==> src/design/text_console_number_formatter_core_defines.svh <==
// ----------------------------------------------------------------------------
// Assertion macros for the text console number formatter
// Clocked property checks that can be compiled out with ASSERT_OFF.
// ----------------------------------------------------------------------------
`ifndef TEXT_CONSOLE_NUMBER_FORMATTER_CORE_DEFINES_SVH
`define TEXT_CONSOLE_NUMBER_FORMATTER_CORE_DEFINES_SVH

`ifndef ASSERT_OFF

// property checked on every rising clock edge outside reset
`define TCNF_ASSERT(label, prop) \
   label: assert property (@(posedge clock) disable iff (reset) (prop)) \
      else $error("tcnf assertion failed");

// condition that must never be true outside reset
`define TCNF_NEVER(label, cond) \
   label: assert property (@(posedge clock) disable iff (reset) !(cond)) \
      else $error("tcnf forbidden condition seen");

`else

`define TCNF_ASSERT(label, prop)
`define TCNF_NEVER(label, cond)

`endif

`endif

==> src/design/tcnf_pkg.sv <==
// ----------------------------------------------------------------------------
// tcnf_pkg
// Types, codes and character helpers of the text console number formatter.
// ----------------------------------------------------------------------------
package tcnf_pkg;

   // input item kinds
   localparam logic [2:0] MODE_CHAR  = 3'd0;
   localparam logic [2:0] MODE_HEX8  = 3'd1;
   localparam logic [2:0] MODE_HEX16 = 3'd2;
   localparam logic [2:0] MODE_HEX32 = 3'd3;
   localparam logic [2:0] MODE_DEC8  = 3'd4;
   localparam logic [2:0] MODE_DEC16 = 3'd5;
   localparam logic [2:0] MODE_DEC32 = 3'd6;
   localparam logic [2:0] MODE_HOME  = 3'd7;

   localparam logic [7:0] CHAR_NEWLINE   = 8'h0A;
   localparam logic [7:0] CHAR_ZERO      = 8'h30;
   localparam logic [7:0] HEX_ALPHA_BASE = 8'h37;   // 'A' - 10
   localparam logic [7:0] ATTR_RESET     = 8'h0F;

   localparam int          CELL_IDX_W = 11;
   localparam int          DIG_W      = 40;         // ten BCD nibbles
   localparam int          BCD_DIGITS = 10;
   localparam logic [3:0]  DEC_MAX_DIGITS = 4'd10;

   typedef enum logic [1:0] {
      ST_IDLE,
      ST_CONV,
      ST_SKIP,
      ST_EMIT
   } st_type;

   // ASCII of one hex or decimal digit
   function automatic logic [7:0] digit_char(input logic [3:0] d);
      logic [7:0] ext;
      ext = {4'b0000, d};
      if (d < 4'd10) begin
         return CHAR_ZERO + ext;
      end
      return HEX_ALPHA_BASE + ext;
   endfunction

endpackage

==> src/design/text_console_number_formatter_core.sv <==
// ----------------------------------------------------------------------------
// text_console_number_formatter_core
// Turns character, hex and decimal print requests into text-cell writes.
// ----------------------------------------------------------------------------
// Usage:
//  req_ channel: req_tuser carries the mode, req_tdata the value. One item
//  prints one character, 2/4/8 hex digits or an unsigned decimal number, or
//  moves the cursor (newline, home). rsp_ channel: one item per cell write,
//  rsp_tlast marks the last cell of a request. csr_ sets the attribute byte.
//  Flow: the block takes one request at a time and is not ready until
//  its last cell has been loaded into the output register. A character
//  request emits one cell and a hex request one cell per digit. A decimal
//  request runs a double-dabble shift loop over 8, 16 or 32 bits (dec8,
//  dec16, dec32), then drops leading zeros but always keeps the final
//  digit, then emits one cell per digit of up to ten BCD digits. Newline
//  and home produce no cell. Each cell is registered in the output register.
//  A stalled receiver holds the output register; digit emission waits.
//  Reset clears the cursor to row 0, column 0 and the attribute to 0x0F.
// ----------------------------------------------------------------------------
`include "text_console_number_formatter_core_defines.svh"

module text_console_number_formatter_core #(
   parameter int LINE_WIDTH  = 80,
   parameter int SCREEN_ROWS = 25
) (
   input  logic        clock,
   input  logic        reset,
   // request item
   input  logic        req_tvalid,
   output logic        req_tready,
   input  logic [31:0] req_tdata,   // [31:0] value
   input  logic [2:0]  req_tuser,   // [2:0] mode
   // cell write item
   output logic        rsp_tvalid,
   input  logic        rsp_tready,
   output logic [31:0] rsp_tdata,   // [10:0] cell_index, [26:11] cell_word, [31:27] zero
   output logic        rsp_tlast,   // last
   // attribute register
   input  logic        csr_valid,
   output logic        csr_ready,
   input  logic [7:0]  csr_data     // text_attribute
);
   import tcnf_pkg::*;

   localparam int ROW_W = (SCREEN_ROWS > 1) ? $clog2(SCREEN_ROWS) : 1;
   localparam int COL_W = (LINE_WIDTH > 1) ? $clog2(LINE_WIDTH) : 1;
   localparam int IDX_W = $clog2(SCREEN_ROWS * LINE_WIDTH);
   localparam logic [ROW_W-1:0] ROW_LAST = ROW_W'(SCREEN_ROWS - 1);
   localparam logic [COL_W-1:0] COL_LAST = COL_W'(LINE_WIDTH - 1);

   st_type            state_ff, state_in;
   logic [ROW_W-1:0]  row_ff, row_in;
   logic [COL_W-1:0]  col_ff, col_in;
   logic [7:0]        attr_ff;
   logic [DIG_W-1:0]  dig_ff, dig_in;
   logic [31:0]       bin_ff, bin_in;
   logic [5:0]        cnt_ff, cnt_in;
   logic [3:0]        rem_ff, rem_in;
   logic              is_char_ff, is_char_in;
   logic              rsp_valid_ff, rsp_valid_in;
   logic [26:0]       rsp_data_ff, rsp_data_in;
   logic              rsp_last_ff, rsp_last_in;

   logic              req_fire;
   logic              load_out;
   logic              emit_last;
   logic [DIG_W-1:0]  dabbled;
   logic [7:0]        cell_char;
   logic [IDX_W-1:0]  cell_idx;
   logic              row_wrap;
   logic [ROW_W-1:0]  row_next;

   assign req_tready = (state_ff == ST_IDLE);
   assign req_fire   = req_tvalid && req_tready;
   assign csr_ready  = 1'b1;
   assign rsp_tvalid = rsp_valid_ff;
   assign rsp_tdata  = {5'b00000, rsp_data_ff};
   assign rsp_tlast  = rsp_last_ff;
   assign load_out   = !rsp_valid_ff || rsp_tready;
   assign emit_last  = (state_ff == ST_EMIT) && load_out && (rem_ff == 4'd1);

   // add-3 correction on every BCD nibble before the shift
   always_comb begin
      for (int i = 0; i < BCD_DIGITS; i++) begin
         if (dig_ff[4*i +: 4] >= 4'd5) begin
            dabbled[4*i +: 4] = dig_ff[4*i +: 4] + 4'd3;
         end else begin
            dabbled[4*i +: 4] = dig_ff[4*i +: 4];
         end
      end
   end

   assign cell_char = is_char_ff ? dig_ff[DIG_W-1 -: 8] : digit_char(dig_ff[DIG_W-1 -: 4]);
   assign cell_idx  = IDX_W'(row_ff) * IDX_W'(LINE_WIDTH) + IDX_W'(col_ff);
   assign row_wrap  = (row_ff == ROW_LAST);
   assign row_next  = row_wrap ? '0 : row_ff + ROW_W'(1);

   always_comb begin
      state_in     = state_ff;
      row_in       = row_ff;
      col_in       = col_ff;
      dig_in       = dig_ff;
      bin_in       = bin_ff;
      cnt_in       = cnt_ff;
      rem_in       = rem_ff;
      is_char_in   = is_char_ff;
      rsp_valid_in = rsp_valid_ff && !rsp_tready;
      rsp_data_in  = rsp_data_ff;
      rsp_last_in  = rsp_last_ff;

      unique case (state_ff)
         ST_IDLE: begin
            if (req_fire) begin
               is_char_in = 1'b0;
               dig_in     = '0;
               unique case (req_tuser)
                  MODE_CHAR: begin
                     if (req_tdata[7:0] == CHAR_NEWLINE) begin
                        col_in = '0;
                        row_in = row_next;
                     end else begin
                        dig_in     = {req_tdata[7:0], 32'h0};
                        is_char_in = 1'b1;
                        rem_in     = 4'd1;
                        state_in   = ST_EMIT;
                     end
                  end
                  MODE_HEX8: begin
                     dig_in   = {req_tdata[7:0], 32'h0};
                     rem_in   = 4'd2;
                     state_in = ST_EMIT;
                  end
                  MODE_HEX16: begin
                     dig_in   = {req_tdata[15:0], 24'h0};
                     rem_in   = 4'd4;
                     state_in = ST_EMIT;
                  end
                  MODE_HEX32: begin
                     dig_in   = {req_tdata, 8'h0};
                     rem_in   = 4'd8;
                     state_in = ST_EMIT;
                  end
                  MODE_DEC8: begin
                     bin_in   = {req_tdata[7:0], 24'h0};
                     cnt_in   = 6'd8;
                     rem_in   = DEC_MAX_DIGITS;
                     state_in = ST_CONV;
                  end
                  MODE_DEC16: begin
                     bin_in   = {req_tdata[15:0], 16'h0};
                     cnt_in   = 6'd16;
                     rem_in   = DEC_MAX_DIGITS;
                     state_in = ST_CONV;
                  end
                  MODE_DEC32: begin
                     bin_in   = req_tdata;
                     cnt_in   = 6'd32;
                     rem_in   = DEC_MAX_DIGITS;
                     state_in = ST_CONV;
                  end
                  MODE_HOME: begin
                     row_in = '0;
                     col_in = '0;
                  end
                  default: begin
                     state_in = ST_IDLE;
                  end
               endcase
            end
         end
         ST_CONV: begin
            dig_in = {dabbled[DIG_W-2:0], bin_ff[31]};
            bin_in = {bin_ff[30:0], 1'b0};
            cnt_in = cnt_ff - 6'd1;
            if (cnt_ff == 6'd1) begin
               state_in = ST_SKIP;
            end
         end
         ST_SKIP: begin
            // drop leading zeros, always keep the final digit
            if (dig_ff[DIG_W-1 -: 4] == 4'd0 && rem_ff > 4'd1) begin
               dig_in = {dig_ff[DIG_W-5:0], 4'h0};
               rem_in = rem_ff - 4'd1;
            end else begin
               state_in = ST_EMIT;
            end
         end
         ST_EMIT: begin
            if (load_out) begin
               rsp_valid_in = 1'b1;
               rsp_data_in  = {attr_ff, cell_char, CELL_IDX_W'(cell_idx)};
               rsp_last_in  = emit_last;
               dig_in       = {dig_ff[DIG_W-5:0], 4'h0};
               rem_in       = rem_ff - 4'd1;
               if (col_ff == COL_LAST) begin
                  col_in = '0;
                  row_in = row_next;
               end else begin
                  col_in = col_ff + COL_W'(1);
               end
               if (emit_last) begin
                  state_in = ST_IDLE;
               end
            end
         end
         default: begin
            state_in = ST_IDLE;
         end
      endcase
   end

   always_ff @(posedge clock) begin
      if (reset) begin
         state_ff     <= ST_IDLE;
         row_ff       <= '0;
         col_ff       <= '0;
         attr_ff      <= ATTR_RESET;
         rsp_valid_ff <= 1'b0;
         rem_ff       <= '0;
         cnt_ff       <= '0;
      end else begin
         state_ff     <= state_in;
         row_ff       <= row_in;
         col_ff       <= col_in;
         rsp_valid_ff <= rsp_valid_in;
         rem_ff       <= rem_in;
         cnt_ff       <= cnt_in;
         if (csr_valid && csr_ready) begin
            attr_ff <= csr_data;
         end
      end
   end

   always_ff @(posedge clock) begin
      dig_ff      <= dig_in;
      bin_ff      <= bin_in;
      is_char_ff  <= is_char_in;
      rsp_data_ff <= rsp_data_in;
      rsp_last_ff <= rsp_last_in;
   end

   `TCNF_ASSERT(a_cursor_range, (col_ff <= COL_LAST) && (row_ff <= ROW_LAST))
   `TCNF_NEVER(a_emit_digits, (state_ff == ST_EMIT || state_ff == ST_SKIP) && rem_ff == 4'd0)
   `TCNF_NEVER(a_conv_count, (state_ff == ST_CONV) && (cnt_ff == 6'd0))
   `TCNF_ASSERT(a_last_ends, emit_last |=> (state_ff == ST_IDLE && rsp_tvalid && rsp_tlast))

endmodule
==> config.mk <==
export PLATFORM = sky130hd
export DESIGN_NAME = text_console_number_formatter_core
export DESIGN_NICKNAME = d
export VERILOG_FILES = /design/src/design/tcnf_pkg.sv /design/src/design/text_console_number_formatter_core.sv
export VERILOG_INCLUDE_DIRS = /design/src /design/src/design
export SDC_FILE = /design/constraint.sdc
export NUM_CORES = 1
export LEC_CHECK = 0
export BUFFER_PORTS_ARGS = -buffer_cell sky130_fd_sc_hd__buf_2
export CAP_MARGIN = 20
export CORE_AREA = 2 2 117 233
export CTS_CLUSTER_SIZE = 40
export DETAILED_ROUTE_END_ITERATION = 8
export DIE_AREA = 0 0 119 235
export PLACE_DENSITY = 0.51
export SYNTH_ARGS = -nofsm -noshare
export SYNTH_HDL_FRONTEND = slang
export SYNTH_SLANG_ARGS = --single-unit
==> constraint.sdc <==
create_clock -name clock -period 6.3 [get_ports clock]
set_input_delay 0.945 -clock clock [delete_from_list [all_inputs] [get_ports clock]]
set_output_delay 0.945 -clock clock [all_outputs]
set_load 0.05 [all_outputs]
==> results.md <==
Timing:
- Setup violations remaining at the end of the flow were counted as 0.
- The maximum clock frequency is 0.360 GHz.
- Setup repair after global routing left no endpoint under its margin.
- The post-route clock period utilization is 0.441.
- At the pin with the least slew margin, the transition time is 822 ps.
- Measured against its own limit, the worst slew margin works out to 0.452.
- The count of endpoints failing hold in the final timing report came to 0.
- Final hold analysis gives a worst-case slack of roughly 430 ps.
- The worst clock skew is just over 9 ps.
- The post-route minimum period is 2780 ps.
- After routing, the total negative slack on setup checks comes to 0 ps.
- The max-slew violation count came to 0.

Layout:
- Relative to the synthesized area, the layout overhead comes to 16.3%.
- In the layout the commonest cells are sky130_fd_sc_hd__edfxtp_1, sky130_fd_sc_hd__nand2_1, sky130_fd_sc_hd__o21ai_0.
- The number of diodes is 0.
- The final layout contains 952 nets.
- The layout filler cell count is around 2700.
- In the final layout, the share of cells above drive strength 1 is 0.148.
- The most common cell after layout, fill and taps aside is sky130_fd_sc_hd__edfxtp_1.

Route:
- The starting DRC count in detailed routing is 300.
- The count of nets left with antenna violations once routing finished came out at 0.
- The number of DRC violations after detailed routing is 0.
- The routed layout has 6171 vias.
- The number of detailed-routing iterations run before antenna repair is 4.
- After detailed routing, the number of vias per cell comes to around 5.1.
- In the final routed layout, each cell accounts on average for 17.7 um.
- The sum of routed wire length over all layers is 21.5 mm.

Setup path:
- The endpoint kind of the worst setup timing path is a flop.
- The logic depth of the worst register-to-register path is 6.
- Of all nets on the critical path, the largest fanout is 26.
- For this design, the slowest cell found on the critical path is sky130_fd_sc_hd__a2111oi_2.
- Traced cell by cell, the critical path runs through buf_2 -> or3_1 -> o41ai_1 -> a2111oi_2 -> o21ai_0 -> a32o_1.
- On the worst path, the slowest cell contributes a delay of 730 ps.
- The destination of the worst register-to-register timing path is rem_ff[2].
- The worst endpoint required time is 6630 ps.
- Across all register-to-register paths, the minimum setup slack is roughly 3700 ps.
- The worst register-to-register path begins at dig_ff[37].
- The kind of cell with the highest combined delay along the critical path is compound AO/OA/AOI/OAI gates.
- STA classifies the critical path startpoint as an input pin.
- The worst setup path is of the input pin to flop kind.
- The worst path arrival time is 3110 ps.
- The number of buffers and inverters on the critical path is 1.

Global route:
- The number of global-route vias before repair was approximately 6000.
- For this run, the total global-route usage over all layers was measured as 0.156.
- The global-route wire length before repair is ~33 mm.
- The highest-utilization routing layer at the global route stage is met2.
- The initial antenna violation count is 0.
- For this run, global-route usage on met1 was measured as 0.158.
- The total overflow reported by the global router is 0.
- The met3 track utilization from global routing is 0.0286.
- The pin count of the biggest net entering global routing is 79.
- For this run, global-route usage on met2 was measured as 0.299.

Logic synthesis:
- The number of warnings issued by yosys is 0.
- The cell count after synthesis is between 800 and 900.
- The share of synthesized area in the top cell type comes to 0.389.
- The share of the Yosys chip area taken by registers is 0.474.
- The count of flip-flops with a built-in enable after synthesis is 101.
- sky130_fd_sc_hd__edfxtp_1 takes more of the synthesized area than any other cell.
- The most used flip-flop cell after synthesis is sky130_fd_sc_hd__edfxtp_1.
- The synthesized cell area is just under 0.008 mm^2.
- The flip-flop and latch count after synthesis is ~130.
- After synthesis, the mean cell area works out to 9.73 um^2.
- The proportion of synthesized flip-flops having asynchronous set or reset is 0.
- Synthesis instantiated 63 different standard cells from the library.
- After synthesis, the cell types taking the most area are sky130_fd_sc_hd__edfxtp_1, sky130_fd_sc_hd__dfxtp_1, sky130_fd_sc_hd__ha_1.

Job:
- Max-cap violations in this run came to 0.

Placed design:
- The sum of net half-perimeters after detailed placement is approximately 16 mm.
- Input and output buffers added on the ports amount to 77.
- The congestion estimate from routability-driven global placement came to around 0.81.

Clocking:
- The count of hold buffers inserted by post-cts repair is 0.
- TritonCTS built the clock tree.
- The clock latency on the worst-skew pair is 440 ps.
- The deepest clock path buffer count is 2.
- The number of H-tree levels is 4.
- The root cell of the clock tree is sky130_fd_sc_hd__clkbuf_16.
- The CTS sink count is about 130.
- The post-cts repair resize count is 0.
- The post-CTS setup-driven buffer insertion count is 0.
- Clock-pin slew was measured on the worst setup and hold paths at ~70 ps.
- In this run, CTS created clock tree buffers numbering 17.

Worst hold path:
- The path type of the worst min-delay path is flop to flop.
- For hold timing, the worst endpoint is rsp_data_ff[22].
- The cell depth of the worst hold path is 0.
- The worst hold path begins at attr_ff[3].

Pwr:
- The leakage power summed over all cells is about 3.4 nW.
- Power spread over the standard cell area amounts to around 470 mW/mm^2.
- VDD sags by at most ~0.27 mV.
- Overall power consumption after layout is estimated at between 4 and 5 mW.

Floorplanning:
- The I/O pin count is 84.
- The width of the chip is between 100 and 150 um.
- The number of rows in the core area is 84.
- The die covers between 0.02 and 0.03 mm^2.
- The region available for standard cell placement spans between 0.02 and 0.03 mm^2.
- The die span in y is approximately 240 um.
- The initial utilization of the core area, before any placement, comes to 0.298.

Outcome:
- The flow ran to the end, and the final reports show no timing, DRC or antenna violations.
==> state kept, by name, indices dropped and copies added, names as in the netlist <==
signal       cells
rsp_data_ff     27
rsp_tlast        1
cnt_ff           6
state_ff         2
rsp_tvalid       1
row_ff           5
bin_ff          32
attr_ff          8
dig_ff          40
col_ff           7
rem_ff           4
is_char_ff       1
==> routing by layer <==
metal	vias up	part of all wire
li1	3025	-
met1	2965	0.37
met2	151	0.56
met3	30	0.038
met4	0	0.030
met5	-	0
==> per-stage QoR <==
step / util / setup slack [ps] / std cells / area [um^2]
floorplan: - / 2660 / 805 / 7810
global placement: 0.324 / 3160 / 1184 / 8490
detailed placement: 0.324 / 3130 / 1184 / 8490
CTS: 0.346 / 3600 / 1216 / 9050
global route: 0.346 / 3400 / 1217 / 9060
finish: 0.346 / 3520 / 1217 / 9060
==> worst max path at each step <==
stage | to | from | cells after the start
4_1_cts | rem_ff[2] | req_tuser[0] | 6
2_1_floorplan | dig_ff[0] | rsp_tready | 3
6_report | rem_ff[2] | req_tuser[0] | 6
3_5_place_dp | rem_ff[2] | req_tuser[0] | 6
5_1_grt | rem_ff[2] | req_tuser[0] | 6
3_3_place_gp | rem_ff[2] | req_tuser[0] | 6
==> worst reg2reg max path, stage by stage (launching register included) <==
cell	delay, ps
sky130_fd_sc_hd__edfxtp_1	440
sky130_fd_sc_hd__inv_1	220
sky130_fd_sc_hd__ha_1	290
sky130_fd_sc_hd__o211ai_1	210
sky130_fd_sc_hd__a2111oi_2	800
sky130_fd_sc_hd__o21ai_0	200
sky130_fd_sc_hd__a32o_1	300
==> power by group <==
| part | internal [mW] | total [mW] | switching [mW] | leakage (nW) |
|---|---|---|---|---|
| Sequential | 1.39 | 1.62 | 0.234 | 1.27 |
| Clock | 0.550 | 0.973 | 0.423 | 0.275 |
| Combinational | 0.565 | 1.63 | 1.06 | 1.88 |
==> kinds of logic after synthesis <==
| family | synth area share |
|---|---|
| adders and majority gates | 0.0726 |
| AOI/OAI and AO/OA | 0.193 |
| other | 0.000963 |
| xor gates and xnor gates | 0.0270 |
| muxes | 0.0348 |
| DFF | 0.474 |
| buffers and inverters | 0.0491 |
| and+or+nand+nor | 0.148 |
==> area by class of cell <==
cell class              count  area, um^2  share of cell area
clock buffers              17         425              0.0469
clock inverters            15         144              0.0159
inverters                  47         176              0.0195
multi-input cells         576        3750               0.414
flip-flops and latches    134        3690               0.408
well taps                 344         430              0.0475
repair buffers             84         438              0.0483
==> synthesized netlist by cell type, drive strengths merged, types with 13 or more instances <==
master	number
edfxtp	101
nand2	85
o21ai	81
a21oi	71
nor2	57
inv	46
ha	42
clkbuf	35
dfxtp	33
mux2i	26
a22oi	23
nor3b	19
xnor2	18
nand2b	17
a211oi	14
buf	13
Note: power is estimated with default switching activity, not from simulation.
